$ cat src/hw/rtl/mfep_pkg.sv
// shared types and constants for the midi file event parser
`default_nettype none
package mfep_pkg;

  localparam int TICK_BITS = 40;
  localparam int MAX_VLQ_BYTES = 4;

  localparam logic [2:0] KIND_HEADER = 3'd0;
  localparam logic [2:0] KIND_EVENT  = 3'd1;
  localparam logic [2:0] KIND_TEMPO  = 3'd2;
  localparam logic [2:0] KIND_ERROR  = 3'd3;
  localparam logic [2:0] KIND_DONE   = 3'd4;

  localparam logic [2:0] ERR_NOT_SMF  = 3'd0;
  localparam logic [2:0] ERR_HEADER   = 3'd1;
  localparam logic [2:0] ERR_TRUNC    = 3'd2;
  localparam logic [2:0] ERR_DELTA    = 3'd3;
  localparam logic [2:0] ERR_NOSTATUS = 3'd4;
  localparam logic [2:0] ERR_META     = 3'd5;
  localparam logic [2:0] ERR_SYSEX    = 3'd6;
  localparam logic [2:0] ERR_CHANNEL  = 3'd7;

  typedef struct packed {
    logic [7:0] file_byte;
    logic       final_byte;
  } in_item_t;

  typedef struct packed {
    logic [2:0]  kind;
    logic [15:0] track_index;
    logic [39:0] tick;
    logic [7:0]  status;
    logic [6:0]  data1;
    logic [6:0]  data2;
    logic [23:0] tempo_us;
    logic [2:0]  error_code;
    logic [15:0] track_count;
    logic [15:0] time_division;
    logic        run_end;
  } out_item_t;

  // one byte's worth of results: up to two
  typedef struct packed {
    logic      [1:0] count;
    out_item_t       r0;
    out_item_t       r1;
  } res_pair_t;

endpackage
`default_nettype wire

$ cat src/hw/rtl/mfep_front.sv
// front part: per-byte parse state machine producing result pairs
`default_nettype none
module mfep_front import mfep_pkg::*; (
  input  wire       clk,
  input  wire       rst,
  input  in_item_t  in_data,
  input  wire       step,
  output res_pair_t res
);

  localparam logic [4:0] PH_HEAD = 5'd0, PH_HSKIP = 5'd1, PH_CHDR = 5'd2, PH_TAIL = 5'd3,
    PH_ERR = 5'd4, PH_CSKIP = 5'd5, PH_DELTA = 5'd6, PH_STATUS = 5'd7, PH_DATA1 = 5'd8,
    PH_DATA2 = 5'd9, PH_MTYPE = 5'd10, PH_MLEN = 5'd11, PH_TEMPO = 5'd12,
    PH_MSKIP = 5'd13, PH_SLEN = 5'd14;

  localparam logic [TICK_BITS-1:0] TICK_LIM = {TICK_BITS{1'b1}};

  logic [4:0]  phase, phase_next;
  logic [3:0]  fbc, fbc_next, bss, bss_next;
  logic [31:0] hrem, hrem_next, crem, crem_next, vlq, vlq_next, skip, skip_next;
  logic        is_trk, is_trk_next;
  logic [15:0] dtr, dtr_next, ctr, ctr_next, div, div_next;
  logic [TICK_BITS-1:0] tick, tick_next;
  logic [7:0]  rs, rs_next, est, est_next, mtype, mtype_next, fd, fd_next;
  logic [23:0] tempo, tempo_next;

  always_ff @(posedge clk) begin
    if (rst) begin
      phase <= PH_HEAD; fbc <= '0; bss <= '0; hrem <= '0; crem <= '0; is_trk <= 1'b0;
      dtr <= '0; ctr <= '0; tick <= '0; rs <= '0; vlq <= '0; est <= '0; mtype <= '0;
      skip <= '0; tempo <= '0; fd <= '0; div <= '0;
    end else if (step) begin
      phase <= phase_next; fbc <= fbc_next; bss <= bss_next; hrem <= hrem_next;
      crem <= crem_next; is_trk <= is_trk_next; dtr <= dtr_next; ctr <= ctr_next;
      tick <= tick_next; rs <= rs_next; vlq <= vlq_next; est <= est_next;
      mtype <= mtype_next; skip <= skip_next; tempo <= tempo_next; fd <= fd_next;
      div <= div_next;
    end
  end

  function automatic logic [7:0] head_magic(input logic [1:0] i);
    case (i)
      2'd0: head_magic = 8'h4D;
      2'd1: head_magic = 8'h54;
      2'd2: head_magic = 8'h68;
      default: head_magic = 8'h64;
    endcase
  endfunction

  function automatic logic [7:0] trk_magic(input logic [1:0] i);
    case (i)
      2'd0: trk_magic = 8'h4D;
      2'd1: trk_magic = 8'h54;
      2'd2: trk_magic = 8'h72;
      default: trk_magic = 8'h6B;
    endcase
  endfunction

  // tick of an event: delta never emits an event or tempo, so the registered tick holds
  function automatic logic [TICK_BITS-1:0] tick_next_pre(input logic [TICK_BITS-1:0] t,
      input logic [4:0] p, input logic [TICK_BITS-1:0] tn, input logic l);
    tick_next_pre = (p == PH_CHDR && !l) ? tn : t;
  endfunction

  function automatic logic [15:0] dtr_hold(input logic [15:0] dd, input logic [7:0] bb,
      input logic [3:0] i);
    dtr_hold = (i == 4'd13) ? dd : {dd[7:0], bb};
  endfunction

  function automatic logic [31:0] crem_next_pre(input logic [31:0] c, input logic [4:0] p);
    crem_next_pre = (p >= PH_CSKIP) ? c - 32'd1 : c;
  endfunction

  // the error after the byte sees the track index after any chunk end
  function automatic logic [15:0] ctr_after(input logic [15:0] c, input logic e,
      input logic [31:0] cr);
    ctr_after = (e && cr == 32'd0) ? c + 16'd1 : c;
  endfunction

  always_comb begin
    logic [7:0] b;
    logic last, at_end, vdone, verr, consumed, bail;
    logic [7:0] st;
    logic [3:0] fi;
    logic [2:0] ci;
    logic [TICK_BITS-1:0] d;
    logic [1:0] n;
    logic [2:0] k0, k1, e0, e1;
    logic [7:0] s0;
    logic [6:0] a0, b0;
    logic [23:0] t0;
    logic [15:0] trk0, trk1, tc0, dv0;
    logic [TICK_BITS-1:0] tk0;
    logic ee;

    b = in_data.file_byte;
    last = in_data.final_byte;
    phase_next = phase; fbc_next = fbc; bss_next = bss; hrem_next = hrem;
    crem_next = crem; is_trk_next = is_trk; dtr_next = dtr; ctr_next = ctr;
    tick_next = tick; rs_next = rs; vlq_next = vlq; est_next = est;
    mtype_next = mtype; skip_next = skip; tempo_next = tempo; fd_next = fd;
    div_next = div;
    n = 2'd0; k0 = KIND_DONE; k1 = KIND_DONE; e0 = '0; e1 = '0;
    s0 = '0; a0 = '0; b0 = '0; t0 = '0; ee = 1'b0;
    at_end = 1'b0; vdone = 1'b0; verr = 1'b0; consumed = 1'b0; st = '0; fi = '0;
    ci = '0; d = '0; bail = 1'b0;
    // event_end, captured as a flag and applied below
    if (last && phase >= PH_CSKIP && crem > 32'd1) begin
      n = 2'd1; k0 = KIND_ERROR; e0 = ERR_TRUNC; phase_next = PH_ERR;
    end else if (phase != PH_ERR) begin
      if (phase == PH_HEAD) begin
        fi = bss;
        if (fi < 4'd4) begin
          if (b != head_magic(fi[1:0])) begin
            n = 2'd1; k0 = KIND_ERROR; e0 = ERR_NOT_SMF; phase_next = PH_ERR; bail = 1'b1;
          end
        end else if (fi < 4'd8) hrem_next = {hrem[23:0], b};
        else if (fi == 4'd10 || fi == 4'd11) dtr_next = {dtr[7:0], b};
        else if (fi == 4'd12 || fi == 4'd13) div_next = {div[7:0], b};
        if (!bail) begin
          bss_next = fi + 4'd1;
          if (fi == 4'd13) begin
            if (hrem < 32'd6) begin
              n = 2'd1; k0 = KIND_ERROR; e0 = ERR_HEADER; phase_next = PH_ERR;
            end else begin
              hrem_next = hrem - 32'd6;
              n = 2'd1; k0 = KIND_HEADER;
              if (hrem != 32'd6) phase_next = PH_HSKIP;
              else begin
                fbc_next = '0;
                phase_next = (ctr >= dtr_next) ? PH_TAIL : PH_CHDR;
              end
            end
          end
        end
      end else if (phase == PH_HSKIP) begin
        hrem_next = hrem - 32'd1;
        if (hrem == 32'd1) begin
          fbc_next = '0; phase_next = (ctr >= dtr) ? PH_TAIL : PH_CHDR;
        end
      end else if (phase == PH_CHDR) begin
        ci = fbc[2:0];
        is_trk_next = (ci == 3'd0) ? 1'b1 : is_trk;
        if (ci[2] == 1'b0) begin
          if (ci == 3'd0) crem_next = '0;
          if (b != trk_magic(ci[1:0])) is_trk_next = 1'b0;
        end else crem_next = {crem[23:0], b};
        fbc_next = {1'b0, ci} + 4'd1;
        if (ci == 3'd7) begin
          if (is_trk_next) begin tick_next = '0; rs_next = '0; end
          if (crem_next == 32'd0) ee = 1'b1;
          else if (is_trk_next) begin vlq_next = '0; fbc_next = '0; phase_next = PH_DELTA; end
          else phase_next = PH_CSKIP;
        end
      end else if (phase >= PH_CSKIP) begin
        crem_next = crem - 32'd1;
        at_end = (crem == 32'd1);
        vlq_next = {vlq[24:0], b[6:0]};
        if (fbc != 4'd15) fi = fbc + 4'd1; else fi = fbc;
        if (b[7]) begin
          verr = (fi >= 4'(MAX_VLQ_BYTES)) || at_end;
        end else vdone = 1'b1;
        case (phase)
          PH_CSKIP: begin vlq_next = vlq; if (at_end) ee = 1'b1; end
          PH_DELTA: begin
            fbc_next = fi;
            if (verr || (vdone && at_end)) begin
              n = 2'd1; k0 = KIND_ERROR; e0 = ERR_DELTA; phase_next = PH_ERR;
            end else if (vdone) begin
              d = TICK_BITS'(vlq_next);
              tick_next = (tick > TICK_LIM - d) ? TICK_LIM : tick + d;
              phase_next = PH_STATUS;
            end
          end
          PH_STATUS: begin
            vlq_next = vlq;
            consumed = b[7];
            st = consumed ? b : rs;
            if (!st[7]) begin
              n = 2'd1; k0 = KIND_ERROR; e0 = ERR_NOSTATUS; phase_next = PH_ERR;
            end else if (st == 8'hFF) begin
              rs_next = '0;
              if (at_end) begin
                n = 2'd1; k0 = KIND_ERROR; e0 = ERR_META; phase_next = PH_ERR;
              end else phase_next = PH_MTYPE;
            end else if (st == 8'hF0 || st == 8'hF7) begin
              rs_next = '0;
              if (at_end) begin
                n = 2'd1; k0 = KIND_ERROR; e0 = ERR_SYSEX; phase_next = PH_ERR;
              end else begin vlq_next = '0; fbc_next = '0; phase_next = PH_SLEN; end
            end else begin
              rs_next = st; est_next = st;
              if (!consumed) begin
                fd_next = b;
                if (st[7:5] == 3'b110) begin
                  n = 2'd1; k0 = KIND_EVENT; s0 = st; a0 = b[6:0]; ee = 1'b1;
                end else if (at_end) begin
                  n = 2'd1; k0 = KIND_ERROR; e0 = ERR_CHANNEL; phase_next = PH_ERR;
                end else phase_next = PH_DATA2;
              end else if (at_end) begin
                n = 2'd1; k0 = KIND_ERROR; e0 = ERR_CHANNEL; phase_next = PH_ERR;
              end else phase_next = PH_DATA1;
            end
          end
          PH_DATA1: begin
            vlq_next = vlq; fd_next = b;
            if (est[7:5] == 3'b110) begin
              n = 2'd1; k0 = KIND_EVENT; s0 = est; a0 = b[6:0]; ee = 1'b1;
            end else if (at_end) begin
              n = 2'd1; k0 = KIND_ERROR; e0 = ERR_CHANNEL; phase_next = PH_ERR;
            end else phase_next = PH_DATA2;
          end
          PH_DATA2: begin
            vlq_next = vlq;
            n = 2'd1; k0 = KIND_EVENT; s0 = est; a0 = fd[6:0]; b0 = b[6:0]; ee = 1'b1;
          end
          PH_MTYPE: begin
            mtype_next = b;
            if (at_end) begin
              vlq_next = vlq; n = 2'd1; k0 = KIND_ERROR; e0 = ERR_META; phase_next = PH_ERR;
            end else begin vlq_next = '0; fbc_next = '0; phase_next = PH_MLEN; end
          end
          PH_MLEN, PH_SLEN: begin
            fbc_next = fi;
            if (verr) begin
              n = 2'd1; k0 = KIND_ERROR; phase_next = PH_ERR;
              e0 = (phase == PH_MLEN) ? ERR_META : ERR_SYSEX;
            end else if (vdone) begin
              if (vlq_next > crem_next) begin
                n = 2'd1; k0 = KIND_ERROR; phase_next = PH_ERR;
                e0 = (phase == PH_MLEN) ? ERR_META : ERR_SYSEX;
              end else if (vlq_next == 32'd0) ee = 1'b1;
              else begin
                skip_next = vlq_next;
                if (phase == PH_MLEN && mtype == 8'h51 && vlq_next == 32'd3) begin
                  tempo_next = '0; phase_next = PH_TEMPO;
                end else phase_next = PH_MSKIP;
              end
            end
          end
          PH_TEMPO: begin
            vlq_next = vlq;
            tempo_next = {tempo[15:0], b};
            skip_next = skip - 32'd1;
            if (skip == 32'd1) begin
              n = 2'd1; k0 = KIND_TEMPO; t0 = tempo_next; ee = 1'b1;
            end
          end
          default: begin
            vlq_next = vlq;
            skip_next = skip - 32'd1;
            if (skip == 32'd1) ee = 1'b1;
          end
        endcase
      end
      if (ee) begin
        if (crem_next == 32'd0) begin
          ctr_next = ctr + 16'd1; fbc_next = '0;
          phase_next = (ctr + 16'd1 >= dtr_next) ? PH_TAIL : PH_CHDR;
        end else begin vlq_next = '0; fbc_next = '0; phase_next = PH_DELTA; end
      end
      if (last && phase_next != PH_ERR) begin
        if (phase_next == PH_HEAD) begin k1 = KIND_ERROR; e1 = ERR_NOT_SMF; end
        else if (phase_next == PH_HSKIP) begin k1 = KIND_ERROR; e1 = ERR_HEADER; end
        else if (phase_next >= PH_CSKIP) begin k1 = KIND_ERROR; e1 = ERR_TRUNC; end
        else k1 = KIND_DONE;
        if (n == 2'd0) begin k0 = k1; e0 = e1; n = 2'd1; end else n = 2'd2;
      end
    end
    if (last) begin
      phase_next = PH_HEAD; fbc_next = '0; bss_next = '0; hrem_next = '0; crem_next = '0;
      is_trk_next = 1'b0; dtr_next = '0; ctr_next = '0; tick_next = '0; rs_next = '0;
      vlq_next = '0; est_next = '0; mtype_next = '0; skip_next = '0; tempo_next = '0;
      fd_next = '0; div_next = '0;
    end

    // field values use state as it stands when the result is emitted
    trk0 = (k0 == KIND_EVENT || k0 == KIND_TEMPO || k0 == KIND_ERROR) ? ctr : 16'd0;
    tk0 = (k0 == KIND_EVENT || k0 == KIND_TEMPO) ? tick_next_pre(tick, phase, tick_next,
          last) : '0;
    tc0 = (k0 == KIND_HEADER) ? dtr_hold(dtr, b, bss) : 16'd0;
    dv0 = (k0 == KIND_HEADER) ? {div[7:0], b} : 16'd0;
    trk1 = (k1 == KIND_ERROR) ? ctr_after(ctr, ee, crem_next_pre(crem, phase)) : 16'd0;

    res.count = n;
    res.r0 = '{kind: k0, track_index: trk0, tick: tk0[39:0], status: s0, data1: a0,
               data2: b0, tempo_us: t0, error_code: e0, track_count: tc0,
               time_division: dv0, run_end: (n == 2'd1)};
    res.r1 = '{kind: k1, track_index: trk1, tick: '0, status: '0, data1: '0, data2: '0,
               tempo_us: '0, error_code: e1, track_count: '0, time_division: '0,
               run_end: 1'b1};
  end

endmodule
`default_nettype wire

$ cat src/hw/rtl/mfep_queue.sv
// short queue of result pairs between front and back
`default_nettype none
module mfep_queue import mfep_pkg::*; (
  input  wire       clk,
  input  wire       rst,
  input  wire       push,
  input  res_pair_t push_data,
  output logic      full,
  input  wire       pop,
  output res_pair_t head,
  output logic      empty
);

  res_pair_t   slots [2];
  logic        wp, rp;
  logic [1:0]  cnt;

  assign full  = (cnt == 2'd2);
  assign empty = (cnt == 2'd0);
  assign head  = slots[rp];

  always_ff @(posedge clk) begin
    if (push) slots[wp] <= push_data;
  end

  always_ff @(posedge clk) begin
    if (rst) begin
      wp <= 1'b0; rp <= 1'b0; cnt <= '0;
    end else begin
      if (push) wp <= ~wp;
      if (pop) rp <= ~rp;
      cnt <= cnt + {1'b0, push} - {1'b0, pop};
    end
  end

endmodule
`default_nettype wire

$ cat src/hw/rtl/mfep_back.sv
// back part: issues the one or two results of each queued pair
`default_nettype none
module mfep_back import mfep_pkg::*; (
  input  wire       clk,
  input  wire       rst,
  input  res_pair_t head,
  input  wire       empty,
  output logic      pop,
  output logic      valid,
  input  wire       stall,
  output out_item_t result
);

  logic second;

  assign valid  = !empty;
  assign result = second ? head.r1 : head.r0;
  // a pair is retired once its last result moves
  assign pop = !empty && !stall && (second || head.count == 2'd1);

  always_ff @(posedge clk) begin
    if (rst) second <= 1'b0;
    else if (!empty && !stall) second <= !second && head.count == 2'd2;
  end

endmodule
`default_nettype wire

$ cat src/hw/rtl/midi_file_event_parser.sv
// top level of the midi file event parser
// Parses a Standard MIDI File one byte per transaction and reports header, channel event,
// tempo, error and done results. The parse state machine updates its state on each accepted
// byte; its zero, one or two results go through a two-entry queue and leave one per cycle
// while out_stall is low. Input stalls only when the queue fills.
`default_nettype none
module midi_file_event_parser import mfep_pkg::*; (
  input  wire       clk,
  input  wire       rst,
  input  wire       in_valid,
  output logic      in_stall,
  input  in_item_t  in_data,
  output logic      out_valid,
  input  wire       out_stall,
  output out_item_t out_data
);

  res_pair_t res, head;
  logic full, empty, pop, step;

  assign in_stall = full;
  assign step = in_valid && !full;

  mfep_front u_front (.clk(clk), .rst(rst), .in_data(in_data), .step(step), .res(res));

  mfep_queue u_queue (.clk(clk), .rst(rst), .push(step && res.count != 2'd0),
    .push_data(res), .full(full), .pop(pop), .head(head), .empty(empty));

  mfep_back u_back (.clk(clk), .rst(rst), .head(head), .empty(empty), .pop(pop),
    .valid(out_valid), .stall(out_stall), .result(out_data));

endmodule
`default_nettype wire

$ cat config.mk
export PLATFORM = sky130hd
export DESIGN_NAME = midi_file_event_parser
export DESIGN_NICKNAME = d
export VERILOG_FILES = /design/src/hw/rtl/mfep_pkg.sv /design/src/hw/rtl/mfep_front.sv /design/src/hw/rtl/mfep_queue.sv /design/src/hw/rtl/mfep_back.sv /design/src/hw/rtl/midi_file_event_parser.sv
export SDC_FILE = /design/constraint.sdc
export NUM_CORES = 2
export LEC_CHECK = 0
export BUFFER_PORTS_ARGS = -buffer_cell sky130_fd_sc_hd__buf_2
export CELL_PAD_IN_SITES_DETAIL_PLACEMENT = 0
export CELL_PAD_IN_SITES_GLOBAL_PLACEMENT = 1
export CORE_MARGIN = 2
export CORE_UTILIZATION = 35
export CTS_CLUSTER_SIZE = 20
export DETAILED_ROUTE_END_ITERATION = 6
export PLACE_DENSITY_LB_ADDON = 0.12
export SYNTH_ARGS = -nofsm -noshare
export SYNTH_HDL_FRONTEND = slang
export SYNTH_SLANG_ARGS = --single-unit
$ cat constraint.sdc
create_clock -name clk -period 12.7 [get_ports clk]
set_input_delay 1.905 -clock clk [delete_from_list [all_inputs] [get_ports clk]]
set_output_delay 1.905 -clock clk [all_outputs]
set_load 0.01 [all_outputs]
==> results.py <==
metrics = {
    "logic_synthesis": {
        "yosysTopAreaCell": "edfxtp_1",
        "synth_warnings": 0,
        "seq_area_frac_synth": 0.431,
        "avgSynthCellArea_um2": 8.97,
        "async_reset_ff_frac": 0,
        "synthDistinctLibCells": 91,
        "synth_ff_type": "edfxtp_1",
        "synth_top_area_frac": 0.278,
        "synth_area_leaders": "edfxtp_1 (28%), dfxtp_1 (15%), nor2_1 (5.4%)",
        "syn-cell-area_um2": 35200,
        "synth_seq_cells": 594,
        "synth_edf_count": 326,
        "syn_inst": 3920,
        "synth_nets": 4068,
    },
    "floorplanning": {
        "die_w_um": 321,
        "dieArea_um2": 103000,
        "initial_utilization": 0.352,
        "ios": 156,
        "placementRows": 116,
        "coreArea_um2": 99900,
        "die_h_um": 321,
    },
    "placed_design": {
        "place_hpwl_um": 88700,
        "io_buffers": 155,
        "gp_congestion": 0.900,
        "place_area_um2": 37200,
    },
    "sta": {
        "skew_ps": 24.9,
        "setup_viol": 0,
        "final.period_utilization": 0.712,
        "fin_tns_setup_ps": 0,
        "max-slew-margin-rel": 0.161,
        "holdWs_ps": 458,
        "drv_slew": 0,
        "hold_violations": 0,
        "rsz0062_at_grt": "no",
        "worst_pin_slew_ps": 1260,
        "period_minus_slack_ps": 9040,
        "timing.fmax_mhz": 111,
    },
    "grt": {
        "grt_overflow": 0,
        "antenna_found_initial": 0,
        "grt_pass1_vias": 29300,
        "grtUsageTotal": 0.248,
        "grt_start_max_net_pins": 146,
        "grt_pass1_wl_um": 195000,
    },
    "setup_path": {
        "worst_path_max_delay_cell": "nor2_4",
        "crit_top_cell": "nand2_1",
        "max_stage_delay_ps": 760,
        "path_cells": "nor4_1 -> nand4_1 -> nor3_1 -> nand2_1 -> or4_1 -> xor2_1 -> ha_1 -> nand4_1 -> nor4_1 -> a211oi_1 -> a21boi_0 -> o21ai_1 -> a31oi_1 -> buf_4 -> o31ai_1 -> o41ai_1 -> inv_1 -> ha_1 -> nand2_1 -> nand2_1 -> o21ai_0 -> nor2_4 -> buf_12",
        "arrival_ps": 9290,
        "crit_family": "simple AND/OR/NAND/NOR gates",
        "crit_type": "flip-flop to flip-flop",
        "endpoint_kind": "flip-flop",
        "start_kind": "flip-flop",
        "cp.required_ps": 12950,
        "cp.buffers_inverters": 3,
        "crit_fanout": 140,
    },
    "clock_network": {
        "post_cts_buffers": 0,
        "clock_sinks": 594,
        "cts-root-buf": "clkbuf_16",
        "cts_tree": "done",
        "cts.repair.resized": 0,
        "clock_latency_ps": 650,
        "path_clk_slew_ps": 50,
        "cts_buffers": 73,
        "cts-htree-levels": 3,
        "postCtsHoldBufs": 0,
        "clock_path_buffers": 3,
    },
    "drt": {
        "firstDrtPassIters": 5,
        "vias": 31000,
        "vias_per_cell": 5.85,
        "post_drt_wl_per_cell_um": 24.7,
        "drc": 0,
        "initialDrtViolationCount": 3070,
        "routed_wl_um": 131000,
        "ant_nets": 0,
    },
    "final_layout": {
        "finish.net_count": 4095,
        "design_area_um2": 39500,
        "drive_gt1_frac": 0.109,
        "final_core_util": 0.395,
        "area_growth_syn_to_layout_pct": 12.3,
        "antenna_cells": 0,
    },
    "run": {
        "cap_violations": 0,
    },
    "power_and_ir_drop": {
        "pwr_density_cell_nw_per_um2": 149,
        "irDropWorstVdd_mv": 0.116,
        "leakagePower_nw": 15.1,
    },
    "worst_hold_path": {
        "worstHoldPathType": "flip-flop to flip-flop",
    },
    "status": {
        "status": "finished clean",
    },
}
==> area by class of cell <==
cell class | instances | area (um2)
Clock inverter | 33 | 304
Fill cell | 10200 | 60400
Sequential cell | 594 | 15200
Clock buffer | 100 | 1990
Tap cell | 1298 | 1620
Inverter | 72 | 270
Multi-Input combinational cell | 2978 | 18800
Timing Repair Buffer | 228 | 1370
==> kinds of logic after synthesis <==
family | count (synthesis) | share of synthesized area
AO/OA/AOI/OAI | 1013 | 0.185
XOR/XNOR | 108 | 0.0269
adder cells (fa/ha/maj) | 135 | 0.0483
buffers and inverters | 348 | 0.0383
flip-flops | 594 | 0.431
multiplexers | 192 | 0.0625
AND/OR/NAND/NOR | 1530 | 0.208
==> synth_stat cells, types with 35 or more instances <==
| library cell | number |
|---|---|
| a22oi_1 | 64 |
| ha_1 | 134 |
| nand2_1 | 360 |
| mux2i_1 | 162 |
| o21ai_0 | 244 |
| a21o_1 | 46 |
| nor3_1 | 107 |
| and3_1 | 41 |
| nand4_1 | 60 |
| a21oi_1 | 306 |
| inv_1 | 72 |
| and2_1 | 85 |
| nor4_1 | 64 |
| nand3_1 | 93 |
| or3_1 | 35 |
| nor2b_1 | 64 |
| o211ai_1 | 35 |
| xnor2_1 | 54 |
| edfxtp_1 | 326 |
| nor2_1 | 505 |
| dfxtp_1 | 268 |
| xor2_1 | 54 |
| clkbuf_1 | 227 |
==> metal layers <==
layer	GRT usage	share of wire	vias up
li1	-	-	14500
met1	0.372	0.49	15300
met2	0.370	0.43	1045
met3	0.0304	0.059	173
met4	0.0723	0.025	0
met5	0	0	-
==> state kept, by name, summed over array words and instances, names as in the netlist, 16 cells and up, named ones only <==
register	cells
u_front.crem	32
u_front.skip	32
u_front.tick	40
u_front.dtr	16
u_front.ctr	16
u_front.hrem	32
u_front.vlq	25
u_queue.slots	326
u_front.tempo	16
==> power breakdown <==
part / internal, W / switching, W / total, W
logic: 0.000482 / 0.000984 / 0.00147
clock network: 0.00117 / 0.000858 / 0.00202
registers: 0.00231 / 0.0000889 / 0.00240
total: 0.00396 / 0.00193 / 0.00589
==> per-stage QoR <==
step | power [W] | setup slack, ps | cells
final | 0.00589 | 3660 | 5303
after floorplan | 0.00341 | 0.420 | 3920
after CTS | 0.00596 | 3830 | 5303
after detailed placement | 0.00392 | 3880 | 5170
after global routing | 0.00619 | 2990 | 5303
after global placement | 0.00392 | 4000 | 5170
==> final timing paths <==
kind | depth (start not counted) | to | from | slack [ps]
max | 23 | u_queue.slots[0][98]$_DFFE_PP_ | u_front.crem[13]$_SDFFE_PP0P_ | 3660
min | 2 | u_front.tempo[12]$_SDFFE_PP0P_ | u_front.tempo[12]$_SDFFE_PP0P_ | 460
max reg2reg | 23 | u_queue.slots[0][98]$_DFFE_PP_ | u_front.crem[13]$_SDFFE_PP0P_ | 3660
min reg2reg | 2 | u_front.tempo[12]$_SDFFE_PP0P_ | u_front.tempo[12]$_SDFFE_PP0P_ | 460
==> placed cells by master (no fill, tap or decap), types with 14 or more instances in the layout <==
cell,n
a221oi_1,15
or4_1,17
mux2i_1,162
buf_4,70
nor4_1,62
nand2b_1,23
nor2b_1,64
o211ai_1,35
and3_1,41
a21oi_1,303
a211oi_1,23
or2_2,21
ha_1,134
or3_1,35
clkbuf_1,21
buf_2,154
nand4_1,60
a2bb2oi_1,17
and2_1,85
a31oi_1,31
nor3_1,105
a32oi_1,18
nor2_1,501
a22oi_1,64
edfxtp_1,326
nand2_1,358
o221ai_1,14
a21o_1,46
o31ai_1,19
a22o_1,31
clkbuf_16,73
xor2_1,54
dfxtp_1,266
o21ai_0,243
xnor2_1,54
inv_1,72
mux4_2,21
nand3_1,93
==> worst register-to-register path: cells and delay by family, from the launching register on <==
family          cells  cell delay (ps)
xor+xnor            1              160
buf+inv             3             1020
fa+ha+maj           2              660
compound gates      7             2060
simple gates       10             4040
flops               1              470
(Power assumes the default switching activity.)
